[src/rtl/core/srvm_pkg.sv]
// ----------------------------------------------------------------------------
// srvm_pkg
// shared opcodes, register indexes and types of the six-register vm core
// ----------------------------------------------------------------------------
`default_nettype none

package srvm_pkg;

   localparam int unsigned WORD_W = 32;

   // opcodes of one instruction
   typedef enum logic [3:0] {
      ADDR = 4'd0,
      ADDI = 4'd1,
      MULR = 4'd2,
      MULI = 4'd3,
      BANR = 4'd4,
      BANI = 4'd5,
      BORR = 4'd6,
      BORI = 4'd7,
      SETR = 4'd8,
      SETI = 4'd9,
      GTIR = 4'd10,
      GTRI = 4'd11,
      GTRR = 4'd12,
      EQIR = 4'd13,
      EQRI = 4'd14,
      EQRR = 4'd15
   } mode_type;

   // configuration register indexes
   localparam logic [1:0] CSR_POINTER_BOUND  = 2'd0;
   localparam logic [1:0] CSR_BOUND_REGISTER = 2'd1;
   localparam logic [1:0] CSR_PROGRAM_LENGTH = 2'd2;

   typedef struct packed {
      logic                error;
      logic [WORD_W-1:0]   result;
   } alu_out_type;

endpackage

`default_nettype wire

[src/rtl/core/srvm_regfile.sv]
// ----------------------------------------------------------------------------
// srvm_regfile
// register file memory, one write port and two registered read ports
// ----------------------------------------------------------------------------
`default_nettype none

module srvm_regfile #(
   parameter int unsigned NUM_REGISTERS = 6
) (
   input  wire logic                                   clock,
   input  wire logic                                   reset,
   input  wire logic                                   rd_en,
   input  wire logic [$clog2(NUM_REGISTERS)-1:0]       rd_idx_a,
   input  wire logic [$clog2(NUM_REGISTERS)-1:0]       rd_idx_b,
   input  wire logic                                   wr_en,
   input  wire logic [$clog2(NUM_REGISTERS)-1:0]       wr_idx,
   input  wire logic [srvm_pkg::WORD_W-1:0]            wr_data,
   output logic      [srvm_pkg::WORD_W-1:0]            rd_data_a,
   output logic      [srvm_pkg::WORD_W-1:0]            rd_data_b
);

   logic [srvm_pkg::WORD_W-1:0] mem [NUM_REGISTERS];
   logic [NUM_REGISTERS-1:0]    valid_ff;
   logic [srvm_pkg::WORD_W-1:0] mem_a_ff;
   logic [srvm_pkg::WORD_W-1:0] mem_b_ff;
   logic                        vld_a_ff;
   logic                        vld_b_ff;
   logic                        fwd_a_ff;
   logic                        fwd_b_ff;
   logic [srvm_pkg::WORD_W-1:0] fwd_data_ff;

   // memory array
   always_ff @(posedge clock) begin
      if (wr_en) begin
         mem[wr_idx] <= wr_data;
      end
      if (rd_en) begin
         mem_a_ff <= mem[rd_idx_a];
         mem_b_ff <= mem[rd_idx_b];
      end
   end

   // per-entry written flags, unwritten entries read as zero
   always_ff @(posedge clock) begin
      if (reset) begin
         valid_ff <= '0;
      end else if (wr_en) begin
         valid_ff[wr_idx] <= 1'b1;
      end
   end

   // bypass for a write landing on the same edge as the read
   always_ff @(posedge clock) begin
      if (rd_en) begin
         vld_a_ff    <= valid_ff[rd_idx_a];
         vld_b_ff    <= valid_ff[rd_idx_b];
         fwd_a_ff    <= wr_en && (wr_idx == rd_idx_a);
         fwd_b_ff    <= wr_en && (wr_idx == rd_idx_b);
         fwd_data_ff <= wr_data;
      end
   end

   always_comb begin
      rd_data_a = fwd_a_ff ? fwd_data_ff : (vld_a_ff ? mem_a_ff : '0);
      rd_data_b = fwd_b_ff ? fwd_data_ff : (vld_b_ff ? mem_b_ff : '0);
   end

endmodule

`default_nettype wire

[src/rtl/core/srvm_alu.sv]
// ----------------------------------------------------------------------------
// srvm_alu
// operand selection, index checks and the opcode datapath
// ----------------------------------------------------------------------------
`default_nettype none

module srvm_alu #(
   parameter int unsigned NUM_REGISTERS = 6
) (
   input  wire srvm_pkg::mode_type                 mode,
   input  wire logic [srvm_pkg::WORD_W-1:0]        operand_a,
   input  wire logic [srvm_pkg::WORD_W-1:0]        operand_b,
   input  wire logic [2:0]                         dest_index,
   input  wire logic                               pointer_bound,
   input  wire logic [2:0]                         bound_register,
   input  wire logic [srvm_pkg::WORD_W-1:0]        reg_a,
   input  wire logic [srvm_pkg::WORD_W-1:0]        reg_b,
   output srvm_pkg::alu_out_type                   alu_out
);

   localparam logic [srvm_pkg::WORD_W-1:0] NREG = srvm_pkg::WORD_W'(NUM_REGISTERS);

   logic                        a_reg;
   logic                        b_reg;
   logic [srvm_pkg::WORD_W-1:0] va;
   logic [srvm_pkg::WORD_W-1:0] vb;
   logic [srvm_pkg::WORD_W-1:0] res;

   always_comb begin
      a_reg = !(mode == srvm_pkg::SETI || mode == srvm_pkg::GTIR ||
                mode == srvm_pkg::EQIR);
      b_reg = (mode == srvm_pkg::ADDR || mode == srvm_pkg::MULR ||
               mode == srvm_pkg::BANR || mode == srvm_pkg::BORR ||
               mode == srvm_pkg::GTIR || mode == srvm_pkg::GTRR ||
               mode == srvm_pkg::EQIR || mode == srvm_pkg::EQRR);

      va = a_reg ? reg_a : operand_a;
      vb = b_reg ? reg_b : operand_b;

      case (mode)
         srvm_pkg::ADDR, srvm_pkg::ADDI: res = va + vb;
         srvm_pkg::MULR, srvm_pkg::MULI: res = va * vb;
         srvm_pkg::BANR, srvm_pkg::BANI: res = va & vb;
         srvm_pkg::BORR, srvm_pkg::BORI: res = va | vb;
         srvm_pkg::SETR, srvm_pkg::SETI: res = va;
         srvm_pkg::GTIR, srvm_pkg::GTRI, srvm_pkg::GTRR:
            res = srvm_pkg::WORD_W'($signed(va) > $signed(vb));
         srvm_pkg::EQIR, srvm_pkg::EQRI, srvm_pkg::EQRR:
            res = srvm_pkg::WORD_W'(va == vb);
         default: res = '0;
      endcase

      alu_out.result = res;
      alu_out.error  = (a_reg && (operand_a >= NREG)) ||
                       (b_reg && (operand_b >= NREG)) ||
                       (srvm_pkg::WORD_W'(dest_index) >= NREG) ||
                       (pointer_bound && (srvm_pkg::WORD_W'(bound_register) >= NREG));
   end

endmodule

`default_nettype wire

[src/rtl/core/six_register_vm_execute_core.sv]
// ----------------------------------------------------------------------------
// six_register_vm_execute_core
// executes one fetched instruction per transaction on a small register file
// ----------------------------------------------------------------------------
// flow: an accepted request is held in the input register, executes into the result
// register and leaves from there; back-to-back at one instruction per cycle while
// responses are taken, with a single execute stage that writes the register file
// reset: synchronous, active high; registers, pointer and configuration read as
// zero after reset, no clearing pass
// ----------------------------------------------------------------------------
`default_nettype none

module six_register_vm_execute_core #(
   parameter int unsigned NUM_REGISTERS = 6
) (
   input  wire logic          clock,
   input  wire logic          reset,

   // request: mode[3:0], operand_a[35:4], operand_b[67:36], dest_index[70:68]
   input  wire logic          req_tvalid,
   output logic               req_tready,
   input  wire logic [71:0]   req_tdata,

   // response: next_pointer[31:0], written_value[63:32], register_zero[95:64],
   // halted[96], error[97]
   output logic               rsp_tvalid,
   input  wire logic          rsp_tready,
   output logic [103:0]       rsp_tdata,

   // configuration writes
   input  wire logic          csr_valid,
   output logic               csr_ready,
   input  wire logic [1:0]    csr_index,
   input  wire logic [15:0]   csr_data
);

   localparam int unsigned IDX_W  = $clog2(NUM_REGISTERS);
   localparam int unsigned WORD_W = srvm_pkg::WORD_W;

   // configuration
   logic         pointer_bound_ff;
   logic [2:0]   bound_register_ff;
   logic [15:0]  program_length_ff;
   logic         csr_fire;

   // input register
   logic                 s1_valid_ff;
   srvm_pkg::mode_type   s1_mode_ff;
   logic [WORD_W-1:0]    s1_a_ff;
   logic [WORD_W-1:0]    s1_b_ff;
   logic [2:0]           s1_dest_ff;

   // architectural state beside the register file
   logic [WORD_W-1:0]    ip_ff;
   logic [WORD_W-1:0]    ip_in;
   logic [WORD_W-1:0]    r0_ff;
   logic [WORD_W-1:0]    r0_in;

   // pointer copy parked for the bound register, not yet in the memory
   logic                 sh_valid_ff;
   logic [IDX_W-1:0]     sh_idx_ff;
   logic [WORD_W-1:0]    sh_val_ff;

   // result register
   logic                 rsp_valid_ff;
   logic [WORD_W-1:0]    rsp_np_ff;
   logic [WORD_W-1:0]    rsp_wv_ff;
   logic [WORD_W-1:0]    rsp_r0_ff;
   logic                 rsp_err_ff;
   logic                 rsp_halted;

   // handshake and datapath
   logic                 accept;
   logic                 exec_fire;
   logic                 commit;
   logic [IDX_W-1:0]     bound_idx;
   logic [IDX_W-1:0]     a_idx;
   logic [IDX_W-1:0]     b_idx;
   logic [IDX_W-1:0]     c_idx;
   logic [WORD_W-1:0]    raw_a;
   logic [WORD_W-1:0]    raw_b;
   logic [WORD_W-1:0]    eff_a;
   logic [WORD_W-1:0]    eff_b;
   logic                 wr_en;
   logic [IDX_W-1:0]     wr_idx;
   logic [WORD_W-1:0]    wr_data;
   srvm_pkg::alu_out_type alu_out;

   // ------------------------------------------------------------------------
   // flow control: execute when the result register is free or draining
   // ------------------------------------------------------------------------
   always_comb begin
      exec_fire  = s1_valid_ff && (!rsp_valid_ff || rsp_tready);
      req_tready = !s1_valid_ff || exec_fire;
      accept     = req_tvalid && req_tready;
      csr_ready  = 1'b1;
      csr_fire   = csr_valid && csr_ready;
   end

   // ------------------------------------------------------------------------
   // configuration registers; indexes beyond the list are ignored
   // ------------------------------------------------------------------------
   always_ff @(posedge clock) begin
      if (reset) begin
         pointer_bound_ff  <= 1'b0;
         bound_register_ff <= '0;
         program_length_ff <= '0;
      end else if (csr_fire) begin
         case (csr_index)
            srvm_pkg::CSR_POINTER_BOUND:  pointer_bound_ff  <= csr_data[0];
            srvm_pkg::CSR_BOUND_REGISTER: bound_register_ff <= csr_data[2:0];
            srvm_pkg::CSR_PROGRAM_LENGTH: program_length_ff <= csr_data;
            default: ;
         endcase
      end
   end

   // ------------------------------------------------------------------------
   // input register
   // ------------------------------------------------------------------------
   always_ff @(posedge clock) begin
      if (reset) begin
         s1_valid_ff <= 1'b0;
      end else if (accept) begin
         s1_valid_ff <= 1'b1;
      end else if (exec_fire) begin
         s1_valid_ff <= 1'b0;
      end
   end

   always_ff @(posedge clock) begin
      if (accept) begin
         s1_mode_ff <= srvm_pkg::mode_type'(req_tdata[3:0]);
         s1_a_ff    <= req_tdata[35:4];
         s1_b_ff    <= req_tdata[67:36];
         s1_dest_ff <= req_tdata[70:68];
      end
   end

   // ------------------------------------------------------------------------
   // register file: read at accept, written by the execute stage or by the
   // flush of a parked pointer copy on a configuration write
   // ------------------------------------------------------------------------
   always_comb begin
      bound_idx = IDX_W'(bound_register_ff);
      a_idx     = s1_a_ff[IDX_W-1:0];
      b_idx     = s1_b_ff[IDX_W-1:0];
      c_idx     = IDX_W'(s1_dest_ff);
      commit    = csr_fire && sh_valid_ff;
      wr_en     = (exec_fire && !alu_out.error) || commit;
      wr_idx    = (exec_fire && !alu_out.error) ? c_idx : sh_idx_ff;
      wr_data   = (exec_fire && !alu_out.error) ? alu_out.result : sh_val_ff;
   end

   srvm_regfile #(
      .NUM_REGISTERS (NUM_REGISTERS)
   ) u_regfile (
      .clock     (clock),
      .reset     (reset),
      .rd_en     (accept),
      .rd_idx_a  (req_tdata[4 +: IDX_W]),
      .rd_idx_b  (req_tdata[36 +: IDX_W]),
      .wr_en     (wr_en),
      .wr_idx    (wr_idx),
      .wr_data   (wr_data),
      .rd_data_a (raw_a),
      .rd_data_b (raw_b)
   );

   // overlay: with pointer binding on, the bound register holds the pointer at execute time,
   // a parked copy stands in for its memory entry
   always_comb begin
      if (pointer_bound_ff && (bound_idx == a_idx)) begin
         eff_a = ip_ff;
      end else if (sh_valid_ff && (sh_idx_ff == a_idx)) begin
         eff_a = sh_val_ff;
      end else begin
         eff_a = raw_a;
      end
      if (pointer_bound_ff && (bound_idx == b_idx)) begin
         eff_b = ip_ff;
      end else if (sh_valid_ff && (sh_idx_ff == b_idx)) begin
         eff_b = sh_val_ff;
      end else begin
         eff_b = raw_b;
      end
   end

   srvm_alu #(
      .NUM_REGISTERS (NUM_REGISTERS)
   ) u_alu (
      .mode           (s1_mode_ff),
      .operand_a      (s1_a_ff),
      .operand_b      (s1_b_ff),
      .dest_index     (s1_dest_ff),
      .pointer_bound  (pointer_bound_ff),
      .bound_register (bound_register_ff),
      .reg_a          (eff_a),
      .reg_b          (eff_b),
      .alu_out        (alu_out)
   );

   // ------------------------------------------------------------------------
   // pointer and register zero after the instruction
   // ------------------------------------------------------------------------
   always_comb begin
      if (pointer_bound_ff && (bound_idx == c_idx)) begin
         ip_in = alu_out.result + WORD_W'(1);
      end else begin
         ip_in = ip_ff + WORD_W'(1);
      end
      if (c_idx == '0) begin
         r0_in = alu_out.result;
      end else if (pointer_bound_ff && (bound_idx == '0)) begin
         r0_in = ip_ff;
      end else begin
         r0_in = r0_ff;
      end
   end

   always_ff @(posedge clock) begin
      if (reset) begin
         ip_ff       <= '0;
         r0_ff       <= '0;
         sh_valid_ff <= 1'b0;
      end else if (exec_fire && !alu_out.error) begin
         ip_ff       <= ip_in;
         r0_ff       <= r0_in;
         sh_valid_ff <= pointer_bound_ff && (bound_idx != c_idx);
      end else if (commit) begin
         sh_valid_ff <= 1'b0;
      end
   end

   always_ff @(posedge clock) begin
      if (exec_fire && !alu_out.error) begin
         sh_idx_ff <= bound_idx;
         sh_val_ff <= ip_ff;
      end
   end

   // ------------------------------------------------------------------------
   // result register
   // ------------------------------------------------------------------------
   always_ff @(posedge clock) begin
      if (reset) begin
         rsp_valid_ff <= 1'b0;
      end else if (exec_fire) begin
         rsp_valid_ff <= 1'b1;
      end else if (rsp_tready) begin
         rsp_valid_ff <= 1'b0;
      end
   end

   always_ff @(posedge clock) begin
      if (exec_fire) begin
         rsp_err_ff <= alu_out.error;
         if (alu_out.error) begin
            rsp_np_ff <= ip_ff;
            rsp_wv_ff <= '0;
            rsp_r0_ff <= r0_ff;
         end else begin
            rsp_np_ff <= ip_in;
            rsp_wv_ff <= alu_out.result;
            rsp_r0_ff <= r0_in;
         end
      end
   end

   // halt check on the held pointer; the user keeps program length put while a
   // response is pending, the block itself does not enforce it
   always_comb begin
      rsp_halted = rsp_np_ff[WORD_W-1] ||
                   (rsp_np_ff >= WORD_W'(program_length_ff));
      rsp_tvalid = rsp_valid_ff;
      rsp_tdata  = {6'b0, rsp_err_ff, rsp_halted, rsp_r0_ff, rsp_wv_ff, rsp_np_ff};
   end

endmodule

`default_nettype wire
[config.mk]
export PLATFORM = sky130hd
export DESIGN_NAME = six_register_vm_execute_core
export DESIGN_NICKNAME = d
export VERILOG_FILES = /design/src/rtl/core/srvm_pkg.sv /design/src/rtl/core/srvm_regfile.sv /design/src/rtl/core/srvm_alu.sv /design/src/rtl/core/six_register_vm_execute_core.sv
export SDC_FILE = /design/constraint.sdc
export NUM_CORES = 2
export LEC_CHECK = 0
export ABC_AREA = 0
export BUFFER_PORTS_ARGS = -buffer_cell sky130_fd_sc_hd__buf_2
export CAP_MARGIN = 20
export CORE_UTILIZATION = 69
export CTS_BUF_LIST = sky130_fd_sc_hd__clkbuf_16
export CTS_CLUSTER_SIZE = 25
export DETAILED_ROUTE_END_ITERATION = 10
export GPL_TIMING_DRIVEN = 0
export PLACE_DENSITY = 0.91
export SYNTH_ARGS = -nofsm -noshare
export SYNTH_HDL_FRONTEND = slang
export SYNTH_SLANG_ARGS = --single-unit
[constraint.sdc]
create_clock -name clock -period 19.7 [get_ports clock]
set_clock_uncertainty 0.2 [all_clocks]
set_input_delay 0 -clock clock [delete_from_list [all_inputs] [get_ports clock]]
set_output_delay 0 -clock clock [all_outputs]
set_load 0.02 [all_outputs]
==> Flow_metrics.wiki, run 1 <==
{| class="wikitable"
! Metric !! Value
|-
| Status || did not finish
|-
| Stop stage || global routing
|-
| First error || [ERROR GRT-0116] Global routing finished with congestion. Check the congestion regions in the DRC Viewer.
|-
| Number of global-route vias before repair || 52.0k
|-
| Ports placed on the boundary || 202
|-
| Post-synthesis area per instance || 10.1 µm²
|-
| Clock tree buffer depth || 3
|-
| Sequential-to-total area share from yosys stat || 0.354
|-
| Async S/R FF share, synth || 0
|-
| Netlist area before placement || 47,200 µm²
|-
| Count of port buffers added during placement || 193
|-
| Die H || 264 µm
|-
| Horizontal die dimension || 264 µm
|-
| Post-synthesis register bit count || 588
|-
| Number of enable flip-flop cells after synthesis || 495
|-
| Post-cts repair resize count || 0
|-
| YS warnings || 0
|-
| Hold buffer count at cts || 183
|-
| Post-CTS setup-driven buffer insertion count || 0
|-
| Global route overflow || 135
|-
| Half-perimeter wire length after placement || 157,000 µm
|-
| Initial cell density of the core || 0.700
|-
| Cell type contributing the most total cell area after synthesis || sky130_fd_sc_hd__edfxtp_1
|-
| Most area-consuming cells after synthesis || sky130_fd_sc_hd__edfxtp_1 (31%), sky130_fd_sc_hd__fa_1 (17%), sky130_fd_sc_hd__ha_1 (6.3%)
|-
| GRT Util Overall || 0.762
|-
| Gate Count Post-Synth || 4,679
|-
| TritonCTS sink count || 588
|-
| Wire length of the first global-routing pass || 380,000 µm
|-
| Commonest register cell after synthesis || sky130_fd_sc_hd__edfxtp_1
|-
| H-tree levels || 2
|-
| Total clock buffers created by CTS || 52
|-
| Area share of the largest cell type after synthesis || 0.315
|-
| Routability Congestion || 1.14
|-
| Largest net degree at the start of global routing || 76
|-
| Distinct cells, synth || 100
|-
| Root cell of the clock tree || sky130_fd_sc_hd__clkbuf_16
|-
| Row cnt || 95
|}
[through the flow]
stage	std cells	cell area (µm²)	setup slack [ps]	util
3_3_place_gp	5750	49300	5810	0.731
2_1_floorplan	4684	47200	9320	-
3_5_place_dp	5780	49800	5670	0.738
4_1_cts	6060	53300	5640	0.791
[metal layers]
metal,GRT overflow,global-route usage
met4,56,0.749
met2,72,0.939
met5,0,0.295
met1,3,0.765
met3,4,0.599
[synthesized netlist by cell type (29+ instances only)]
cell type and number:
sky130_fd_sc_hd__buf_2 33, sky130_fd_sc_hd__inv_2 32, sky130_fd_sc_hd__fa_1 409, sky130_fd_sc_hd__and2_1 29, sky130_fd_sc_hd__clkbuf_1 186, sky130_fd_sc_hd__ha_1 236, sky130_fd_sc_hd__o21ai_1 36, sky130_fd_sc_hd__mux4_2 68
sky130_fd_sc_hd__o21ai_0 156, sky130_fd_sc_hd__nand4_1 33, sky130_fd_sc_hd__xnor2_1 88, sky130_fd_sc_hd__a21oi_1 249, sky130_fd_sc_hd__o211ai_1 34, sky130_fd_sc_hd__inv_1 477, sky130_fd_sc_hd__mux2i_1 110, sky130_fd_sc_hd__buf_1 42
sky130_fd_sc_hd__xor2_1 32, sky130_fd_sc_hd__a221oi_1 42, sky130_fd_sc_hd__nor2_1 604, sky130_fd_sc_hd__nor4_1 30, sky130_fd_sc_hd__a21o_1 41, sky130_fd_sc_hd__edfxtp_1 495, sky130_fd_sc_hd__nand3_1 38, sky130_fd_sc_hd__a211oi_1 35
sky130_fd_sc_hd__nand2_1 528, sky130_fd_sc_hd__dfxtp_1 93, sky130_fd_sc_hd__nor3_1 42, sky130_fd_sc_hd__o21a_1 29
[logic make-up after synthesis]
| logic type | count (synthesis) | share of synthesized area |
|---|---|---|
| and+or+nand+nor | 1427 | 0.129 |
| AOI/OAI and AO/OA | 886 | 0.125 |
| buffers and inverters | 801 | 0.0673 |
| adders and majority gates | 645 | 0.236 |
| DFF | 588 | 0.354 |
| muxes | 201 | 0.0613 |
| xor gates and xnor gates | 129 | 0.0263 |
| other | 2 | 0.000159 |
==> run 2: changes to the inputs <==
--- a/config.mk
+++ b/config.mk
@@ -8,12 +8,10 @@
 export ABC_AREA = 0
 export BUFFER_PORTS_ARGS = -buffer_cell sky130_fd_sc_hd__buf_2
 export CAP_MARGIN = 20
-export CORE_UTILIZATION = 69
-export CTS_BUF_LIST = sky130_fd_sc_hd__clkbuf_16
-export CTS_CLUSTER_SIZE = 25
+export CORE_UTILIZATION = 40
 export DETAILED_ROUTE_END_ITERATION = 10
 export GPL_TIMING_DRIVEN = 0
-export PLACE_DENSITY = 0.91
+export PLACE_DENSITY_LB_ADDON = 0.15
 export SYNTH_ARGS = -nofsm -noshare
 export SYNTH_HDL_FRONTEND = slang
 export SYNTH_SLANG_ARGS = --single-unit
==> Flow_metrics.wiki, run 2 <==
{| class="wikitable"
! Metric !! Value
|-
| Horizontal die dimension || 346 µm (+31%)
|-
| Storage cell area || 16,700 µm²
|-
| Number of cells on the worst reg-to-reg path || 36
|-
| Routability Congestion || 1.05 (-8.0%)
|-
| Routed len/inst || 30.8 µm
|-
| Number of fillers in the final layout || 11.1k
|-
| YS warnings || 0 (unchanged)
|-
| Endpoint of the worst register-to-register path || u_regfile.mem[0][31]
|-
| Count of port buffers added during placement || 193 (unchanged)
|-
| Hold endpoint || s1_a_ff[2]
|-
| Gate Count Post-Synth || 4,679 (unchanged)
|-
| Number of global-route vias before repair || 39.7k
|-
| Final critical path time including I/O delays and setup || 14,750 ps
|-
| Launch instance of the worst register-to-register path || s1_mode_ff[3]
|-
| Async S/R FF share, synth || 0 (unchanged)
|-
| Commonest register cell after synthesis || sky130_fd_sc_hd__edfxtp_1
|-
| Number of max-cap violations || 0
|-
| Area of the core region || 117,000 µm²
|-
| Worst-path clk slew || 60 ps
|-
| Most Frequent Cell on Critical Path || sky130_fd_sc_hd__fa_1
|-
| Ports placed on the boundary || 202 (unchanged)
|-
| Die H || 346 µm (+31%)
|-
| Antenna violations before repair || 6
|-
| Antenna Violating Nets Remaining || 0
|-
| Maximum clock rate || 67.8 MHz
|-
| Instance count along the most critical hold path || 2
|-
| Worst-Skew Late Latency || 650 ps
|-
| Required arrival time at the worst endpoint || 19,700 ps
|-
| Most common cell after layout, fill and taps aside || sky130_fd_sc_hd__nor2_1
|-
| Wire length of the first global-routing pass || 293,000 µm
|-
| Total routed wirelength || 209,000 µm
|-
| Area after detailed placement || 50,800 µm² (+2.2%)
|-
| Number of vias in the routed layout || 39.8k
|-
| Final count of pins violating max slew || 0
|-
| Setup total negative slack || 0 ps
|-
| CTS tree || done
|-
| Final standard cell utilization of the core || 0.471
|-
| Sequential-to-total area share from yosys stat || 0.354 (unchanged)
|-
| Top Family by Delay on Critical Path || adder cells
|-
| Relative slew slack || 0.00649
|-
| Final Hold Slack || 72.4 ps
|-
| Root cell of the clock tree || sky130_fd_sc_hd__clkbuf_16
|-
| Number of enable flip-flop cells after synthesis || 495 (unchanged)
|-
| GRT Util Overall || 0.345
|-
| Slowest stage cell, crit path || sky130_fd_sc_hd__o31ai_1
|-
| Layout cell share with drive strength beyond 1 || 0.111
|-
| Global route overflow || 0
|-
| Total buffers and inverters traversed by the critical path || 10
|-
| Peak fanout along the critical path || 11
|-
| Final period utilization || 0.749
|-
| Max FFs per register || 192
|-
| Cell type contributing the most total cell area after synthesis || sky130_fd_sc_hd__edfxtp_1
|-
| Type of the most critical hold path || primary input to flop
|-
| Final setup violation count || 0
|-
| Area growth, synth to finish || 16.2%
|-
| Status || complete, no violations
|-
| Half-perimeter wire length after placement || 167,000 µm (+6.6%)
|-
| Initial DRC Count || 4,422
|-
| Largest reg by FF count || u_regfile.mem
|-
| Number of remaining DRC errors || 0
|-
| Clock tree buffer depth || 3 (unchanged)
|-
| Distinct cells, synth || 100 (unchanged)
|-
| TritonCTS sink count || 588 (unchanged)
|-
| H-tree levels || 2 (unchanged)
|-
| Post-synthesis register bit count || 588 (unchanged)
|-
| Initial DRT Pass Iterations || 6
|-
| Unrepaired setup endpoints after global routing || false
|-
| Finished layout cell area || 54,900 µm²
|-
| Initial cell density of the core || 0.405 (-0.295)
|-
| Area share of the largest cell type after synthesis || 0.315 (unchanged)
|-
| Total clock buffers created by CTS || 57 (+9.6%)
|-
| Post-cts repair resize count || 0 (unchanged)
|-
| Delay contributed by the slowest stage of the critical path || 790 ps
|-
| Transition time at the pin with the least slew margin || 1490 ps
|-
| Largest net degree at the start of global routing || 72
|-
| Type of element capturing the critical path || flop
|-
| Post-CTS setup-driven buffer insertion count || 0 (unchanged)
|-
| Post-synthesis area per instance || 10.1 µm² (unchanged)
|-
| Final number of hold-violating endpoints || 0
|-
| Most area-consuming cells after synthesis || sky130_fd_sc_hd__edfxtp_1 (31%), sky130_fd_sc_hd__fa_1 (17%), sky130_fd_sc_hd__ha_1 (6.3%)
|-
| Most used standard cells in the synthesized netlist || sky130_fd_sc_hd__nor2_1 (604), sky130_fd_sc_hd__nand2_1 (528), sky130_fd_sc_hd__edfxtp_1 (495)
|-
| Startpoint of the lowest-slack hold path || req_tdata[6]
|-
| Commonest cells after routing, fill and taps aside || sky130_fd_sc_hd__nor2_1 (601), sky130_fd_sc_hd__nand2_1 (528), sky130_fd_sc_hd__edfxtp_1 (495)
|-
| Net count reported at finish || 5,936
|-
| Average vias per placed instance || 5.88
|-
| Startpoint class of the critical path || flop
|-
| Internal reg-to-reg setup slack || 4950 ps
|-
| Arrival time of the worst setup path || 14,740 ps
|-
| Row cnt || 125 (+32%)
|-
| Area enclosed by the die boundary || 119,000 µm²
|-
| Netlist area before placement || 47,200 µm² (unchanged)
|-
| WS Path Type || flop to flop
|-
| Area used by multi-input combinational logic || 27,400 µm²
|-
| Dominant cell by count in the synthesized netlist || sky130_fd_sc_hd__nor2_1
|}
[run 2: repair_timing]
action                                 4_1_cts  5_1_grt
endpoints found under the hold margin      248        0
setup endpoints to repair                    0        0
hold buffers                               204        0
[run 2: metal layers]
layer,vias up,GRT usage,share of wire
met5,-,0,0.000062
met1,20200,0.432,0.39
met4,2,0.246,0.082
met2,1984,0.550,0.46
li1,17100,-,-
met3,547,0.0503,0.073
[run 2: final cells by class]
| type | count | share of cell area |
|---|---|---|
| timing repair buffer | 453 | 0.0677 |
| inverter | 514 | 0.0352 |
| antenna | 5 | 0.000228 |
| buffer | 287 | 0.0227 |
| multi-input combinational | 3295 | 0.500 |
| tap | 1524 | 0.0348 |
| sequential | 588 | 0.305 |
| clock inverter | 31 | 0.00627 |
| clock buffer | 77 | 0.0283 |
[run 2: logic make-up after synthesis]
logic type / after synthesis / share of synthesized area
AO/OA/AOI/OAI: 886 / 0.125
XOR/XNOR: 129 / 0.0263
adder cells (fa/ha/maj): 645 / 0.236
buffers and inverters: 801 / 0.0673
flip-flops: 588 / 0.354
multiplexers: 201 / 0.0613
other: 2 / 0.000159
AND/OR/NAND/NOR: 1427 / 0.129
[run 2: worst max path at each step]
stage                   from  cells after the start              endpoint  slack, ps
2_1_floorplan  s1_mode_ff[1]                     39         rsp_np_ff[30]       9320
3_3_place_gp      rsp_tvalid                      6   u_regfile.mem[2][4]       3860
3_5_place_dp   s1_mode_ff[3]                     36  u_regfile.mem[2][31]       5480
4_1_cts        s1_mode_ff[3]                     36  u_regfile.mem[2][31]       5390
5_1_grt        s1_mode_ff[3]                     36  u_regfile.mem[2][31]       5000
6_report       s1_mode_ff[3]                     36  u_regfile.mem[0][31]       4950
[run 2: stage by stage]
step	setup slack, ps	instances
final	4950	6774
after global routing	5000	6769
after CTS	5390	6760
after detailed placement	5480	6448
after global placement	3860	6401
after floorplan	9320	4684
Power of run 2 is left out: the tool's default activity adds up to more than one toggle a clock period on the data nets, which glitch-free logic cannot reach.
